### src/pcr_pkg.sv
// pcr_pkg: shared types and constants for the pre-trigger capture ring.
// Used by pcr_cmd_fifo, pcr_front, pcr_back and the core; no dependencies.
package pcr_pkg;

    localparam int unsigned TAIL_LIMIT     = 64;  // max stored words replayed per capture
    localparam int unsigned CMD_FIFO_DEPTH = 2;

    typedef enum logic [1:0] {
        OP_SAMPLE  = 2'd0,
        OP_START   = 2'd1,
        OP_CANCEL  = 2'd2,
        OP_OVERRUN = 2'd3
    } t_op;

    typedef enum logic [1:0] {
        ST_OK        = 2'd0,
        ST_OVERRUN   = 2'd1,
        ST_ZERO_LEN  = 2'd2,
        ST_CANCELLED = 2'd3
    } t_status;

    typedef enum logic {
        CMD_EMIT = 1'b0,   // one finished result
        CMD_TAIL = 1'b1    // replay of stored words
    } t_kind;

    // For CMD_TAIL: word holds the first history index, position the word
    // count, last says the tail closes the capture.
    typedef struct packed {
        t_kind       kind;
        logic        has_word;
        logic [31:0] word;
        logic [15:0] position;
        logic        last;
        t_status     status;
    } t_cmd;

    typedef struct packed {
        logic tail_active;
        logic tail_done;
    } t_back_stat;

endpackage

### src/pcr_ram.sv
// pcr_ram: generic single-write, single-read RAM with registered read data.
// No dependencies.
module pcr_ram #(
    parameter int WIDTH = 32,
    parameter int DEPTH = 64
) (
    input  logic                     i_clk,
    input  logic                     i_wr_en,
    input  logic [$clog2(DEPTH)-1:0] i_wr_addr,
    input  logic [WIDTH-1:0]         i_wr_data,
    input  logic                     i_rd_en,
    input  logic [$clog2(DEPTH)-1:0] i_rd_addr,
    output logic [WIDTH-1:0]         o_rd_data
);

    logic [WIDTH-1:0] r_mem [DEPTH];
    logic [WIDTH-1:0] r_rd_data;

    always_ff @(posedge i_clk) begin
        if (i_wr_en) begin
            r_mem[i_wr_addr] <= i_wr_data;
        end
        if (i_rd_en) begin
            r_rd_data <= r_mem[i_rd_addr];
        end
    end

    assign o_rd_data = r_rd_data;

endmodule

### src/pcr_cmd_fifo.sv
// pcr_cmd_fifo: short command queue between front and back.
// Depends on pcr_pkg (t_cmd, CMD_FIFO_DEPTH).
module pcr_cmd_fifo (
    input  logic          i_clk,
    input  logic          i_rst_n,
    input  logic          i_push,
    input  pcr_pkg::t_cmd i_cmd,
    output logic          o_full,
    input  logic          i_pop,
    output logic          o_valid,
    output pcr_pkg::t_cmd o_cmd
);

    localparam int PW = $clog2(pcr_pkg::CMD_FIFO_DEPTH);
    localparam int CW = $clog2(pcr_pkg::CMD_FIFO_DEPTH + 1);

    pcr_pkg::t_cmd r_mem [pcr_pkg::CMD_FIFO_DEPTH];
    logic [PW-1:0] r_wr_ptr;
    logic [PW-1:0] r_rd_ptr;
    logic [CW-1:0] r_count;

    assign o_full  = (r_count == CW'(pcr_pkg::CMD_FIFO_DEPTH));
    assign o_valid = (r_count != '0);
    assign o_cmd   = r_mem[r_rd_ptr];

    always_ff @(posedge i_clk) begin
        if (i_push) begin
            r_mem[r_wr_ptr] <= i_cmd;
        end
    end

    always_ff @(posedge i_clk) begin
        if (!i_rst_n) begin
            r_wr_ptr <= '0;
            r_rd_ptr <= '0;
            r_count  <= '0;
        end else begin
            if (i_push) begin
                r_wr_ptr <= (r_wr_ptr == PW'(pcr_pkg::CMD_FIFO_DEPTH - 1)) ? '0
                                                                            : r_wr_ptr + 1'b1;
            end
            if (i_pop) begin
                r_rd_ptr <= (r_rd_ptr == PW'(pcr_pkg::CMD_FIFO_DEPTH - 1)) ? '0
                                                                            : r_rd_ptr + 1'b1;
            end
            if (i_push && !i_pop) begin
                r_count <= r_count + 1'b1;
            end else if (!i_push && i_pop) begin
                r_count <= r_count - 1'b1;
            end
        end
    end

    assert property (@(posedge i_clk) disable iff (!i_rst_n) i_push |-> !o_full)
        else $error("cmd fifo: push while full");

endmodule

### src/pcr_front.sv
// pcr_front: accepts requests, keeps history pointers and capture state,
// writes samples to the history RAM and queues result commands.
// Depends on pcr_pkg.
module pcr_front #(
    parameter int HISTORY_DEPTH = 64,
    parameter int MAX_CAPTURE   = 65535
) (
    input  logic                             i_clk,
    input  logic                             i_rst_n,
    input  logic                             i_cfg_wen,
    input  logic [6:0]                       i_cfg_wdata,
    input  logic                             i_valid,
    output logic                             o_ready,
    input  pcr_pkg::t_op                     i_op,
    input  logic [31:0]                      i_sample_word,
    input  logic [15:0]                      i_capture_length,
    output logic                             o_wr_en,
    output logic [$clog2(HISTORY_DEPTH)-1:0] o_wr_addr,
    output logic [31:0]                      o_wr_data,
    output logic                             o_push,
    output pcr_pkg::t_cmd                    o_cmd,
    input  logic                             i_fifo_full,
    input  pcr_pkg::t_back_stat              i_bstat
);

    localparam int AW = $clog2(HISTORY_DEPTH);
    localparam int FW = $clog2(HISTORY_DEPTH + 1);
    localparam int EW = (AW + 1 > 7) ? AW + 1 : 7;
    localparam logic [23:0] MAX_LEN = 24'(MAX_CAPTURE);

    logic [6:0]    r_pre_cfg;
    logic [AW-1:0] r_wp;
    logic [FW-1:0] r_fill;
    logic          r_busy;
    logic [15:0]   r_total;
    logic [15:0]   r_done;
    logic          r_ovr;
    logic          r_tail_pend;

    logic          accept;
    logic [15:0]   len_sat;
    logic [6:0]    pre_a, pre_b, pre;
    logic [EW-1:0] start_e;
    logic [15:0]   done_inc;
    logic          live_last;

    assign o_ready = !i_fifo_full && !r_tail_pend;
    assign accept  = i_valid && o_ready;

    always_comb begin
        len_sat = ({8'd0, i_capture_length} > MAX_LEN) ? MAX_LEN[15:0] : i_capture_length;
        pre_a   = (r_pre_cfg > 7'(pcr_pkg::TAIL_LIMIT)) ? 7'(pcr_pkg::TAIL_LIMIT) : r_pre_cfg;
        pre_b   = (EW'(r_fill) < EW'(pre_a)) ? 7'(r_fill) : pre_a;
        pre     = ({9'd0, pre_b} > len_sat) ? len_sat[6:0] : pre_b;
        // oldest tail word sits pre entries behind the write pointer
        start_e = (EW'(r_wp) >= EW'(pre)) ? EW'(r_wp) - EW'(pre)
                                          : EW'(r_wp) + EW'(HISTORY_DEPTH) - EW'(pre);
        done_inc  = r_done + 16'd1;
        live_last = (done_inc >= r_total);
    end

    assign o_wr_en   = accept && (i_op == pcr_pkg::OP_SAMPLE);
    assign o_wr_addr = r_wp;
    assign o_wr_data = i_sample_word;

    always_comb begin
        o_push = 1'b0;
        o_cmd  = '{kind: pcr_pkg::CMD_EMIT, has_word: 1'b0, word: '0, position: '0,
                   last: 1'b0, status: pcr_pkg::ST_OK};
        if (accept) begin
            unique case (i_op)
                pcr_pkg::OP_SAMPLE: begin
                    o_push          = r_busy;
                    o_cmd.has_word  = 1'b1;
                    o_cmd.word      = i_sample_word;
                    o_cmd.position  = r_done;
                    o_cmd.last      = live_last;
                    if (live_last && r_ovr) begin
                        o_cmd.status = pcr_pkg::ST_OVERRUN;
                    end
                end
                pcr_pkg::OP_START: begin
                    if (i_capture_length == '0) begin
                        o_push       = 1'b1;
                        o_cmd.last   = 1'b1;
                        o_cmd.status = pcr_pkg::ST_ZERO_LEN;
                    end else begin
                        o_push         = (pre != '0);
                        o_cmd.kind     = pcr_pkg::CMD_TAIL;
                        o_cmd.has_word = 1'b1;
                        o_cmd.word     = 32'(start_e[AW-1:0]);
                        o_cmd.position = 16'(pre);
                        o_cmd.last     = ({9'd0, pre} >= len_sat);
                    end
                end
                pcr_pkg::OP_CANCEL: begin
                    o_push         = r_busy;
                    o_cmd.position = r_done;
                    o_cmd.last     = 1'b1;
                    o_cmd.status   = pcr_pkg::ST_CANCELLED;
                end
                pcr_pkg::OP_OVERRUN: begin
                    o_push = 1'b0;
                end
                default: begin
                    o_push = 1'b0;
                end
            endcase
        end
    end

    always_ff @(posedge i_clk) begin
        if (!i_rst_n) begin
            r_pre_cfg   <= '0;
            r_wp        <= '0;
            r_fill      <= '0;
            r_busy      <= 1'b0;
            r_total     <= '0;
            r_done      <= '0;
            r_ovr       <= 1'b0;
            r_tail_pend <= 1'b0;
        end else begin
            if (i_cfg_wen) begin
                r_pre_cfg <= i_cfg_wdata;
            end
            if (i_bstat.tail_done) begin
                r_tail_pend <= 1'b0;
            end
            if (accept) begin
                unique case (i_op)
                    pcr_pkg::OP_SAMPLE: begin
                        r_wp <= (r_wp == AW'(HISTORY_DEPTH - 1)) ? '0 : r_wp + 1'b1;
                        if (r_fill != FW'(HISTORY_DEPTH)) begin
                            r_fill <= r_fill + 1'b1;
                        end
                        if (r_busy) begin
                            r_done <= done_inc;
                            if (live_last) begin
                                r_busy <= 1'b0;
                            end
                        end
                    end
                    pcr_pkg::OP_START: begin
                        if (i_capture_length != '0) begin
                            r_total     <= len_sat;
                            r_done      <= 16'(pre);
                            r_ovr       <= 1'b0;
                            r_busy      <= ({9'd0, pre} < len_sat);
                            r_tail_pend <= (pre != '0);
                        end
                    end
                    pcr_pkg::OP_CANCEL: begin
                        r_busy <= 1'b0;
                    end
                    pcr_pkg::OP_OVERRUN: begin
                        if (r_busy) begin
                            r_ovr <= 1'b1;
                        end
                    end
                    default: begin
                        r_busy <= r_busy;
                    end
                endcase
            end
        end
    end

    assert property (@(posedge i_clk) disable iff (!i_rst_n)
        r_fill <= FW'(HISTORY_DEPTH))
        else $error("front: fill count above history depth");
    assert property (@(posedge i_clk) disable iff (!i_rst_n)
        r_busy |-> (r_done < r_total))
        else $error("front: active capture already complete");

endmodule

### src/pcr_back.sv
// pcr_back: executes queued commands, replays tail words from the history
// RAM and holds the output register. Depends on pcr_pkg.
module pcr_back #(
    parameter int HISTORY_DEPTH = 64
) (
    input  logic                             i_clk,
    input  logic                             i_rst_n,
    input  logic                             i_cmd_valid,
    input  pcr_pkg::t_cmd                    i_cmd,
    output logic                             o_pop,
    output logic                             o_rd_en,
    output logic [$clog2(HISTORY_DEPTH)-1:0] o_rd_addr,
    input  logic [31:0]                      i_rd_data,
    output pcr_pkg::t_back_stat              o_bstat,
    output logic                             o_valid,
    input  logic                             i_ready,
    output logic                             o_has_word,
    output logic [31:0]                      o_word,
    output logic [15:0]                      o_position,
    output logic                             o_last,
    output pcr_pkg::t_status                 o_status
);

    localparam int AW = $clog2(HISTORY_DEPTH);

    typedef enum logic [1:0] {
        S_IDLE,
        S_TAIL_RD,
        S_TAIL_OUT
    } t_state;

    t_state           r_state;
    logic [AW-1:0]    r_addr;
    logic [6:0]       r_pos;
    logic [6:0]       r_cnt;
    logic             r_fin;
    logic             r_valid;
    logic             r_has_word;
    logic [31:0]      r_word;
    logic [15:0]      r_position;
    logic             r_last;
    pcr_pkg::t_status r_status;

    logic       out_free;
    logic [6:0] pos_inc;
    logic       tail_end;
    logic       load_out;

    assign out_free = !r_valid || i_ready;
    assign pos_inc  = r_pos + 7'd1;
    assign tail_end = (pos_inc == r_cnt);

    assign o_pop     = (r_state == S_IDLE) && i_cmd_valid && out_free;
    assign o_rd_en   = (r_state == S_TAIL_RD);
    assign o_rd_addr = r_addr;

    // output register takes a new result this cycle
    assign load_out = (o_pop && (i_cmd.kind == pcr_pkg::CMD_EMIT))
                   || ((r_state == S_TAIL_OUT) && out_free);

    assign o_bstat.tail_active = (r_state != S_IDLE);
    assign o_bstat.tail_done   = (r_state == S_TAIL_OUT) && out_free && tail_end;

    assign o_valid    = r_valid;
    assign o_has_word = r_has_word;
    assign o_word     = r_word;
    assign o_position = r_position;
    assign o_last     = r_last;
    assign o_status   = r_status;

    always_ff @(posedge i_clk) begin
        if (!i_rst_n) begin
            r_state <= S_IDLE;
            r_valid <= 1'b0;
        end else begin
            if (load_out) begin
                r_valid <= 1'b1;
            end else if (r_valid && i_ready) begin
                r_valid <= 1'b0;
            end
            unique case (r_state)
                S_IDLE: begin
                    if (o_pop) begin
                        if (i_cmd.kind == pcr_pkg::CMD_EMIT) begin
                            r_has_word <= i_cmd.has_word;
                            r_word     <= i_cmd.word;
                            r_position <= i_cmd.position;
                            r_last     <= i_cmd.last;
                            r_status   <= i_cmd.status;
                        end else begin
                            r_addr  <= i_cmd.word[AW-1:0];
                            r_cnt   <= i_cmd.position[6:0];
                            r_fin   <= i_cmd.last;
                            r_pos   <= '0;
                            r_state <= S_TAIL_RD;
                        end
                    end
                end
                S_TAIL_RD: begin
                    r_state <= S_TAIL_OUT;
                end
                S_TAIL_OUT: begin
                    if (out_free) begin
                        r_has_word <= 1'b1;
                        r_word     <= i_rd_data;
                        r_position <= 16'(r_pos);
                        r_last     <= tail_end && r_fin;
                        r_status   <= pcr_pkg::ST_OK;
                        if (tail_end) begin
                            r_state <= S_IDLE;
                        end else begin
                            r_pos   <= pos_inc;
                            r_addr  <= (r_addr == AW'(HISTORY_DEPTH - 1)) ? '0
                                                                          : r_addr + 1'b1;
                            r_state <= S_TAIL_RD;
                        end
                    end
                end
                default: begin
                    r_state <= S_IDLE;
                end
            endcase
        end
    end

    assert property (@(posedge i_clk) disable iff (!i_rst_n)
        (r_state != S_IDLE) |-> (r_cnt != '0) && (r_pos < r_cnt))
        else $error("back: tail position outside its count");
    assert property (@(posedge i_clk) disable iff (!i_rst_n)
        (r_valid && !r_has_word) |-> r_last)
        else $error("back: status-only result without last");

endmodule

### src/pretrigger_capture_ring_core.sv
// pretrigger_capture_ring_core: top level of the pre-trigger capture ring.
// Depends on pcr_pkg, pcr_ram, pcr_cmd_fifo, pcr_front, pcr_back.
//
//  channel  dir  handshake              payload
//  s        in   i_s_tvalid/o_s_tready  tdata {capture_length, sample_word}, tuser op
//  m        out  o_m_tvalid/i_m_tready  tdata {position, captured_word},
//                                       tuser {status, has_word}, tlast last
//  cfg      in   i_cfg_wen              i_cfg_wdata = pre_trigger_count
//
// Sample, cancel and overrun requests are taken one per cycle while o_s_tready is
// high; the front stalls when the two-entry command queue is full or a tail replay
// is pending. A start replays its stored tail word by word (registered RAM read,
// then output register); the front holds o_s_tready low until the last tail
// word has been loaded, so the history cannot be overwritten mid-replay.
// Reset (i_rst_n low, synchronous) clears pointers, fill count, capture state,
// queue and output valid; history contents are never read before written.
// A stalled m side backs up into the queue and then into s; nothing is dropped.
module pretrigger_capture_ring_core #(
    parameter int HISTORY_DEPTH = 64,
    parameter int MAX_CAPTURE   = 65535
) (
    input  logic        i_clk,
    input  logic        i_rst_n,
    input  logic        i_cfg_wen,
    input  logic [6:0]  i_cfg_wdata,
    input  logic        i_s_tvalid,
    output logic        o_s_tready,
    input  logic [47:0] i_s_tdata,   // [31:0] sample_word, [47:32] capture_length
    input  logic [1:0]  i_s_tuser,   // [1:0] op
    output logic        o_m_tvalid,
    input  logic        i_m_tready,
    output logic [47:0] o_m_tdata,   // [31:0] captured_word, [47:32] position
    output logic [2:0]  o_m_tuser,   // [0] has_word, [2:1] status
    output logic        o_m_tlast
);

    localparam int AW = $clog2(HISTORY_DEPTH);

    // history RAM ports
    logic          wr_en;
    logic [AW-1:0] wr_addr;
    logic [31:0]   wr_data;
    logic          rd_en;
    logic [AW-1:0] rd_addr;
    logic [31:0]   rd_data;

    // command queue
    logic          push;
    logic          pop;
    logic          fifo_full;
    logic          cmd_valid;
    pcr_pkg::t_cmd push_cmd;
    pcr_pkg::t_cmd head_cmd;

    pcr_pkg::t_back_stat bstat;

    logic             has_word;
    logic [31:0]      word;
    logic [15:0]      position;
    pcr_pkg::t_status status;

    pcr_front #(
        .HISTORY_DEPTH (HISTORY_DEPTH),
        .MAX_CAPTURE   (MAX_CAPTURE)
    ) u_front (
        .i_clk            (i_clk),
        .i_rst_n          (i_rst_n),
        .i_cfg_wen        (i_cfg_wen),
        .i_cfg_wdata      (i_cfg_wdata),
        .i_valid          (i_s_tvalid),
        .o_ready          (o_s_tready),
        .i_op             (pcr_pkg::t_op'(i_s_tuser)),
        .i_sample_word    (i_s_tdata[31:0]),
        .i_capture_length (i_s_tdata[47:32]),
        .o_wr_en          (wr_en),
        .o_wr_addr        (wr_addr),
        .o_wr_data        (wr_data),
        .o_push           (push),
        .o_cmd            (push_cmd),
        .i_fifo_full      (fifo_full),
        .i_bstat          (bstat)
    );

    pcr_ram #(
        .WIDTH (32),
        .DEPTH (HISTORY_DEPTH)
    ) u_history (
        .i_clk     (i_clk),
        .i_wr_en   (wr_en),
        .i_wr_addr (wr_addr),
        .i_wr_data (wr_data),
        .i_rd_en   (rd_en),
        .i_rd_addr (rd_addr),
        .o_rd_data (rd_data)
    );

    pcr_cmd_fifo u_cmd_fifo (
        .i_clk   (i_clk),
        .i_rst_n (i_rst_n),
        .i_push  (push),
        .i_cmd   (push_cmd),
        .o_full  (fifo_full),
        .i_pop   (pop),
        .o_valid (cmd_valid),
        .o_cmd   (head_cmd)
    );

    pcr_back #(
        .HISTORY_DEPTH (HISTORY_DEPTH)
    ) u_back (
        .i_clk       (i_clk),
        .i_rst_n     (i_rst_n),
        .i_cmd_valid (cmd_valid),
        .i_cmd       (head_cmd),
        .o_pop       (pop),
        .o_rd_en     (rd_en),
        .o_rd_addr   (rd_addr),
        .i_rd_data   (rd_data),
        .o_bstat     (bstat),
        .o_valid     (o_m_tvalid),
        .i_ready     (i_m_tready),
        .o_has_word  (has_word),
        .o_word      (word),
        .o_position  (position),
        .o_last      (o_m_tlast),
        .o_status    (status)
    );

    assign o_m_tdata = {position, word};
    assign o_m_tuser = {status, has_word};

    // while a tail is replayed the history must not move
    assert property (@(posedge i_clk) disable iff (!i_rst_n)
        bstat.tail_active |-> !o_s_tready)
        else $error("core: request accepted during tail replay");

endmodule
### config.mk
export PLATFORM = sky130hd
export DESIGN_NAME = pretrigger_capture_ring_core
export DESIGN_NICKNAME = d
export VERILOG_FILES = /design/src/pcr_pkg.sv /design/src/pcr_ram.sv /design/src/pcr_cmd_fifo.sv /design/src/pcr_front.sv /design/src/pcr_back.sv /design/src/pretrigger_capture_ring_core.sv
export SDC_FILE = /design/constraint.sdc
export NUM_CORES = 2
export LEC_CHECK = 0
export BUFFER_PORTS_ARGS = -buffer_cell sky130_fd_sc_hd__buf_2
export CAP_MARGIN = 20
export CORE_ASPECT_RATIO = 1.2
export CORE_UTILIZATION = 40
export CTS_BUF_LIST = sky130_fd_sc_hd__clkbuf_2 sky130_fd_sc_hd__clkbuf_4 sky130_fd_sc_hd__clkbuf_8
export CTS_CLUSTER_DIAMETER = 50
export DETAILED_ROUTE_END_ITERATION = 8
export MAX_ROUTING_LAYER = met4
export PLACE_DENSITY = 0.55
export SETUP_SLACK_MARGIN = 0.3
export SLEW_MARGIN = 20
export SYNTH_ARGS = -nofsm -noshare
export SYNTH_HDL_FRONTEND = slang
export SYNTH_SLANG_ARGS = --single-unit
### constraint.sdc
create_clock -name i_clk -period 9.6 [get_ports i_clk]
set_input_delay 0.96 -clock i_clk [delete_from_list [all_inputs] [get_ports i_clk]]
set_output_delay 0.96 -clock i_clk [all_outputs]
set_load 0.02 [all_outputs]
Yosys cells after proc, flatten, opt, wreduce, memory -nomap -nowiden
Memories as Yosys holds them, arrays and structs flattened. A register that Yosys moved wholly into a read port is not among the register bits.
Index checks and enable logic that the tools add are counted.
W data, S select, Z words.
{"block": "totals", "ff_bits": 135, "ramBits": 2154, "input_bits": 62, "memories": 2}
{"memory": "u_history.r_mem", "words": 64, "width": 32, "rd": 1, "rd_ports_with_merged_regs": 1, "wr": 1, "line": "pcr_ram.sv:16", "source": "logic [WIDTH-1:0] r_mem [DEPTH];"}
{"memory": "u_cmd_fifo.r_mem", "words": 2, "width": 53, "rd": 1, "rd_ports_with_merged_regs": 1, "wr": 1, "line": "pcr_cmd_fifo.sv:17", "source": "pcr_pkg::t_cmd r_mem [pcr_pkg::CMD_FIFO_DEPTH];"}
{"block": "op_classes", "add_sub_neg": 12, "n_lt_le_gt_ge": 7, "eq_ne": 18, "muxes": 78, "bitwise_logic": 1, "reduce_logical": 43}
{"operator": "$mux W32", "count": 3}
{"operator": "$mux W16", "count": 5}
{"operator": "$pmux W33 S2", "count": 1}
{"operator": "$pmux W16 S2", "count": 2}
{"operator": "$pmux W32 S2", "count": 1}
{"operator": "$pmux W19 S3", "count": 1}
{"operator": "$mux W53", "count": 1}
{"operator": "$mux W50", "count": 1}
{"operator": "$mux W7", "count": 7}
{"operator": "$mux W6", "count": 7}
{"operator": "$mux W1", "count": 31}
{"operator": "$add A6 B1 Y6 const B", "count": 3}
{"operator": "$mux W2", "count": 9}
{"operator": "$add A16 B1 Y16 const B", "count": 1}
{"operator": "$ge A16 B16 Y1", "count": 1}
{"operator": "$ge A7 B16 Y1", "count": 1}
{"operator": "$gt A7 B16 Y1", "count": 1}
{"operator": "$logic_not A16 Y1", "count": 1}
{"operator": "$lt A7 B16 Y1", "count": 1}
{"operator": "$reduce_bool A16 Y1", "count": 1}
{"operator": "$add A7 B1 Y7 const B", "count": 2}
{"operator": "$pmux W7 S2", "count": 1}
{"operator": "$logic_and A1 B1 Y1", "count": 13}
{"operator": "$eq A6 B6 Y1 const B", "count": 2}
{"operator": "other kinds (31)", "count": 62}

Logic depth before layout (Yosys ltp)
{"block": "depth", "depth_word": 14, "ltp_mapped": 27}

Hierarchy
A second synthesis with hierarchy kept.
{"block": "hier_totals", "hier_cells": 4635, "area_unflattened_um2": 91445.2}
{"mod": "pcr_ram", "n_inst": 1, "cells_per_inst": 3511, "area_each_um2": 79359.9, "seq_area_each_um2": 62459.9}
{"mod": "pcr_front", "n_inst": 1, "cells_per_inst": 644, "area_each_um2": 4725.8, "seq_area_each_um2": 1101.1}
{"mod": "pcr_cmd_fifo", "n_inst": 1, "cells_per_inst": 187, "area_each_um2": 4062.6, "seq_area_each_um2": 3283.1}
{"mod": "pcr_back", "n_inst": 1, "cells_per_inst": 292, "area_each_um2": 3289.4, "seq_area_each_um2": 2252.2}
{"mod": "pretrigger_capture_ring_core", "n_inst": 1, "cells_per_inst": 1, "area_each_um2": 7.5, "seq_area_each_um2": 0.0}

Least setup slack after synthesis
Ideal clock, no wire load.
{"block": "synth_path", "path_kind": "register -> register", "from": "register u_front.r_pre_cfg[6]", "to": "memory u_cmd_fifo.r_mem[0][0] in the netlist's numbering, enable pin", "setup_ps": 470, "arrival_time_ps": 5701, "required_time_ps": 9130, "path_slack_ps": 3429, "stages_incl_launch_ff": 21, "path_cell_list": "dfxtp_1 -> inv_1 -> nand2_1 -> ha_1 -> nor4b_1 -> o21bai_1 -> a21oi_1 -> buf_2 -> mux2_2 -> inv_1 -> ha_1 -> o21ai_0 -> nand2b_1 -> a21oi_1 -> a211o_1 -> buf_6 -> mux2_4 -> clkinv_2 -> and3_4 -> a21boi_2 -> nor2b_1"}
{"block": "synth_via", "elab_chain_len": 12}
{"element": "start, declared", "line": "pcr_front.sv:31", "source": "logic [6:0] r_pre_cfg;"}
{"element": "start signal, assigned", "line": "pcr_front.sv:124", "source": "r_pre_cfg <= i_cfg_wdata;"}
{"element": "$gt A7 B7 Y1", "line": "pcr_front.sv:52", "source": "pre_a = (r_pre_cfg > 7'(pcr_pkg::TAIL_LIMIT)) ? 7'(pcr_pkg::TAIL_LIMIT) : r_pre_cfg;"}
{"element": "$mux W7 (*)", "line": "pcr_front.sv:52"}
{"element": "$lt A7 B7 Y1", "line": "pcr_front.sv:53", "source": "pre_b = (EW'(r_fill) < EW'(pre_a)) ? 7'(r_fill) : pre_a;"}
{"element": "$mux W7 (*)", "line": "pcr_front.sv:53"}
{"element": "$gt A7 B16 Y1", "line": "pcr_front.sv:54", "source": "pre = ({9'd0, pre_b} > len_sat) ? len_sat[6:0] : pre_b;"}
{"element": "$mux W7 (*)", "line": "pcr_front.sv:54"}
{"element": "$reduce_bool A7 Y1 (*)", "line": "pcr_front.sv:88", "source": "o_push = (pre != '0);"}
{"element": "$mux W1 (*)", "line": "pcr_front.sv:83", "source": "if (i_capture_length == '0) begin"}
{"element": "$pmux W1 S3 (*)", "line": "pcr_front.sv:71", "source": "unique case (i_op)"}
{"element": "$mux W1 (*)", "line": "pcr_front.sv:70", "source": "if (accept) begin"}
{"element": "via push", "line": "pretrigger_capture_ring_core.sv:48", "source": "logic push;"}
{"element": "$mux W1 (*)", "line": "pcr_cmd_fifo.sv:27", "source": "if (i_push) begin"}
{"element": "$mux W1 (not written as such) (*)", "line": "pcr_cmd_fifo.sv:28", "source": "r_mem[r_wr_ptr] <= i_cmd;"}
{"element": "end, declared", "line": "pcr_cmd_fifo.sv:17"}
Mark *: on every way through the listed nets, which the timed path passes. The rest lies on a longest branch.

==> impl_metrics.env <==
export IMPL_synth_area_leader_cell="edfxtp_1"
export IMPL_num_vias=49200
export IMPL_layout_setup_ws_ns=3.76
export IMPL_slew_headroom_pct=13.6
export IMPL_whs_ns=0.198
export IMPL_place_gp_congestion=0.868
export IMPL_min_period_over_period_pct=60.8
export IMPL_power_density_nw_per_um2=215
export IMPL_path_clk_slew_ns=0.07
export IMPL_cts_htree_levels=5
export IMPL_setup_tns_ns=0
export IMPL_die_w_um=438
export IMPL_cpMostUsedCell="a21oi_1"
export IMPL_total_power_mw=22.2
export IMPL_synthToLayoutAreaGrowth_pct=13.0
export IMPL_synthTopCellsByArea="edfxtp_1 74%, mux4_2 6.8%, mux2i_1 4.6%"
export IMPL_report_final_slew_viol_count=0
export IMPL_die_area_um2=230000
export IMPL_drive_gt1_share_pct=23.2
export IMPL_synth_seq_area_share_pct=75.6
export IMPL_synth_warnings=0
export IMPL_status="completed"
export IMPL_viasPerCell=5.68
export IMPL_worstSetupStartpointType="register"
export IMPL_worstMarginPinSlew_ns=1.29
export IMPL_synthesis_area_um2=91300
export IMPL_fin_skew_ns=0.0967
export IMPL_avgSynthCellArea_um2=18.1
export IMPL_rows=191
export IMPL_rsz0062_at_grt="no"
export IMPL_startpoint="u_front.r_pre_cfg[6]"
export IMPL_leakage_nw=33.4
export IMPL_period_needed_ns=5.84
export IMPL_grt_max_degree=106
export IMPL_setup_viol=0
export IMPL_clock_latency_ns=1.01
export IMPL_nNetsFinal=5512
export IMPL_ant_nets=0
export IMPL_r2r_start="u_front.r_pre_cfg[6]"
export IMPL_hold_buffers=0
export IMPL_cts_root_buffer="clkbuf_8"
export IMPL_synth_async_sr_flop_share_pct=0
export IMPL_multi_input_area_um2=21500
export IMPL_critPathArrivalTime_ns=6.56
export IMPL_clk_path_buf_depth=4
export IMPL_path_class="reg2reg"
export IMPL_grt_pass1_wl_um=363000
export IMPL_grt_pass1_vias=49900
export IMPL_nFillCells=19400
export IMPL_hold_violations=0
export IMPL_antenna_found_initial=12
export IMPL_numCtsBuffers=368
export IMPL_cp_slowest_cell="a21oi_1"
export IMPL_grt_usage_pct=22.6
export IMPL_crit_path_max_fanout=11
export IMPL_cpPeakStageDelay_ns=0.70
export IMPL_syn_inst=5045
export IMPL_hp_start="i_s_tdata[45]"
export IMPL_cts_tree="built"
export IMPL_drt_total_wl_um=257000
export IMPL_coreArea_um2=226000
export IMPL_worst_hold_path_type="in2reg"
export IMPL_end_kind="register"
export IMPL_clock_sinks=2322
export IMPL_seqCellArea_um2=69100
export IMPL_dp_slack_ns=3.83
export IMPL_first_iter_violations=4482
export IMPL_dp_hpwl_um=137000
export IMPL_synth_distinct_cells=64
export IMPL_crit_chain="inv_1 -> nand2_1 -> ha_1 -> nor4b_1 -> o21bai_1 -> a21oi_1 -> mux2_2 -> inv_1 -> ha_1 -> o21ai_0 -> nand2b_1 -> a21oi_1 -> a211o_1 -> mux2_4 -> ha_1 -> nor2b_1 -> o21a_1 -> o21a_1 -> o21ai_0 -> a21oi_1 -> or3_1 -> a31oi_1 -> a21oi_1"
export IMPL_ys_seq_elements=2322
export IMPL_ios=116
export IMPL_peakVddDrop_v=0.000102
export IMPL_cts_setup_buffers=0
export IMPL_synth_flop_cell="edfxtp_1"
export IMPL_synth_edff_count=2259
export IMPL_port_buffers=115
export IMPL_synth_top_area_share_pct=74.3
export IMPL_max_freq_mhz=171
export IMPL_initial_utilization_pct=40.4
export IMPL_overflow=0
export IMPL_drt_pass1_iterations=5
export IMPL_syn_nets=5160
export IMPL_cp_data_required_time_ns=10.32
export IMPL_drcViolationCount=0
export IMPL_cts_resized=0
export IMPL_die_y_um=525
export IMPL_post_drt_wl_per_cell_um=29.6
export IMPL_drv_cap=0
==> power by group <==
group	switching, mW	internal, mW	leakage [nW]
Clock	3.84	4.22	3.62
Combinational	1.82	0.922	8.98
Sequential	0.0922	11.3	20.9
==> through the flow <==
step | utilization, % | std cells | instance area [um^2]
finish | 45.6 | 8660 | 103000
global route | 45.6 | 8659 | 103000
CTS | 45.6 | 8656 | 103000
detailed placement | 42.6 | 8017 | 96300
global placement | 42.6 | 8017 | 96300
floorplan | - | 5045 | 91300
==> synth_stat cells (all sizes together) (45+ instances only) <==
library cell / number
edfxtp: 2259
mux2i: 423
a21oi: 354
mux4: 277
nor2: 246
o21ai: 185
clkbuf: 177
mux2: 130
nand2: 127
o22ai: 125
o221ai: 119
buf: 112
nor3: 65
dfxtp: 63
ha: 52
inv: 45
==> area by class of cell <==
class | instances | share of cell area, %
sequential | 2322 | 67.0
multi-input combinational | 2386 | 20.8
clock buffer | 499 | 5.89
tap | 2991 | 3.63
timing repair buffer | 271 | 1.79
clock inverter | 140 | 0.740
inverter | 48 | 0.182
antenna | 3 | 0.00728
==> path summary, 6_finish.rpt <==
path                                               end  depth (start not counted)  slack [ns]
worst max-delay path            u_cmd_fifo.r_mem[0][2]                         23        3.76
worst min-delay path               u_front.r_total[13]                          3        0.20
worst max register to register  u_cmd_fifo.r_mem[0][2]                         23        3.76
worst min register to register      u_front.r_total[1]                          2        0.45
==> routing by layer <==
metal | vias to the layer above | track usage [%] | part of all wire (%)
met3 | 370 | 3.33 | 6.2
li1 | 21200 | - | -
met4 | 0 | 6.63 | 2.6
met5 | - | - | 0
met1 | 25900 | 28.4 | 41
met2 | 1707 | 37.9 | 51
==> cells by family (layout without fill, tap and decap cells) <==
group / after synthesis / count (layout) / synth area share [%]
flip-flops: 2322 / 2322 / 75.6
AO/OA/AOI/OAI: 876 / 876 / 5.72
multiplexers: 830 / 830 / 13.1
AND/OR/NAND/NOR: 583 / 583 / 2.89
buffers and inverters: 337 / 958 / 1.51
adder cells (fa/ha/maj): 53 / 53 / 0.734
XOR/XNOR: 44 / 44 / 0.422
other: 0 / 3 / 0
==> cell usage in the layout, fill, tap and decap left out, types with 127 or more instances in the layout <==
cell,Yosys,routed
mux2_2,128,128
a21oi_1,354,353
nor2_1,246,182
mux4_2,277,277
mux2i_1,422,422
o21ai_0,182,182
clkbuf_4,0,127
buf_4,5,147
edfxtp_1,2259,2259
clkbuf_8,0,373
==> registers in the layout (all words and copies together) (netlist names), 16 cells and up, named ones only <==
name	cells
u_cmd_fifo.r_mem	106
u_history.r_mem	2048
u_front.r_total	16
u_back.o_word	32
u_front.r_done	16
u_back.o_position	16
u_history.o_rd_data	32
==> worst max-delay path: cells and delay by family, from the launching register on <==
| kind | cells | cell delay, ns |
|---|---|---|
| buffers and inverters | 2 | 0.23 |
| flip-flops | 1 | 0.35 |
| multiplexers | 2 | 0.84 |
| adder cells (fa/ha/maj) | 3 | 0.72 |
| AO/OA/AOI/OAI | 11 | 2.46 |
| AND/OR/NAND/NOR | 5 | 0.98 |
Note: power is estimated with default switching activity, not from simulation.
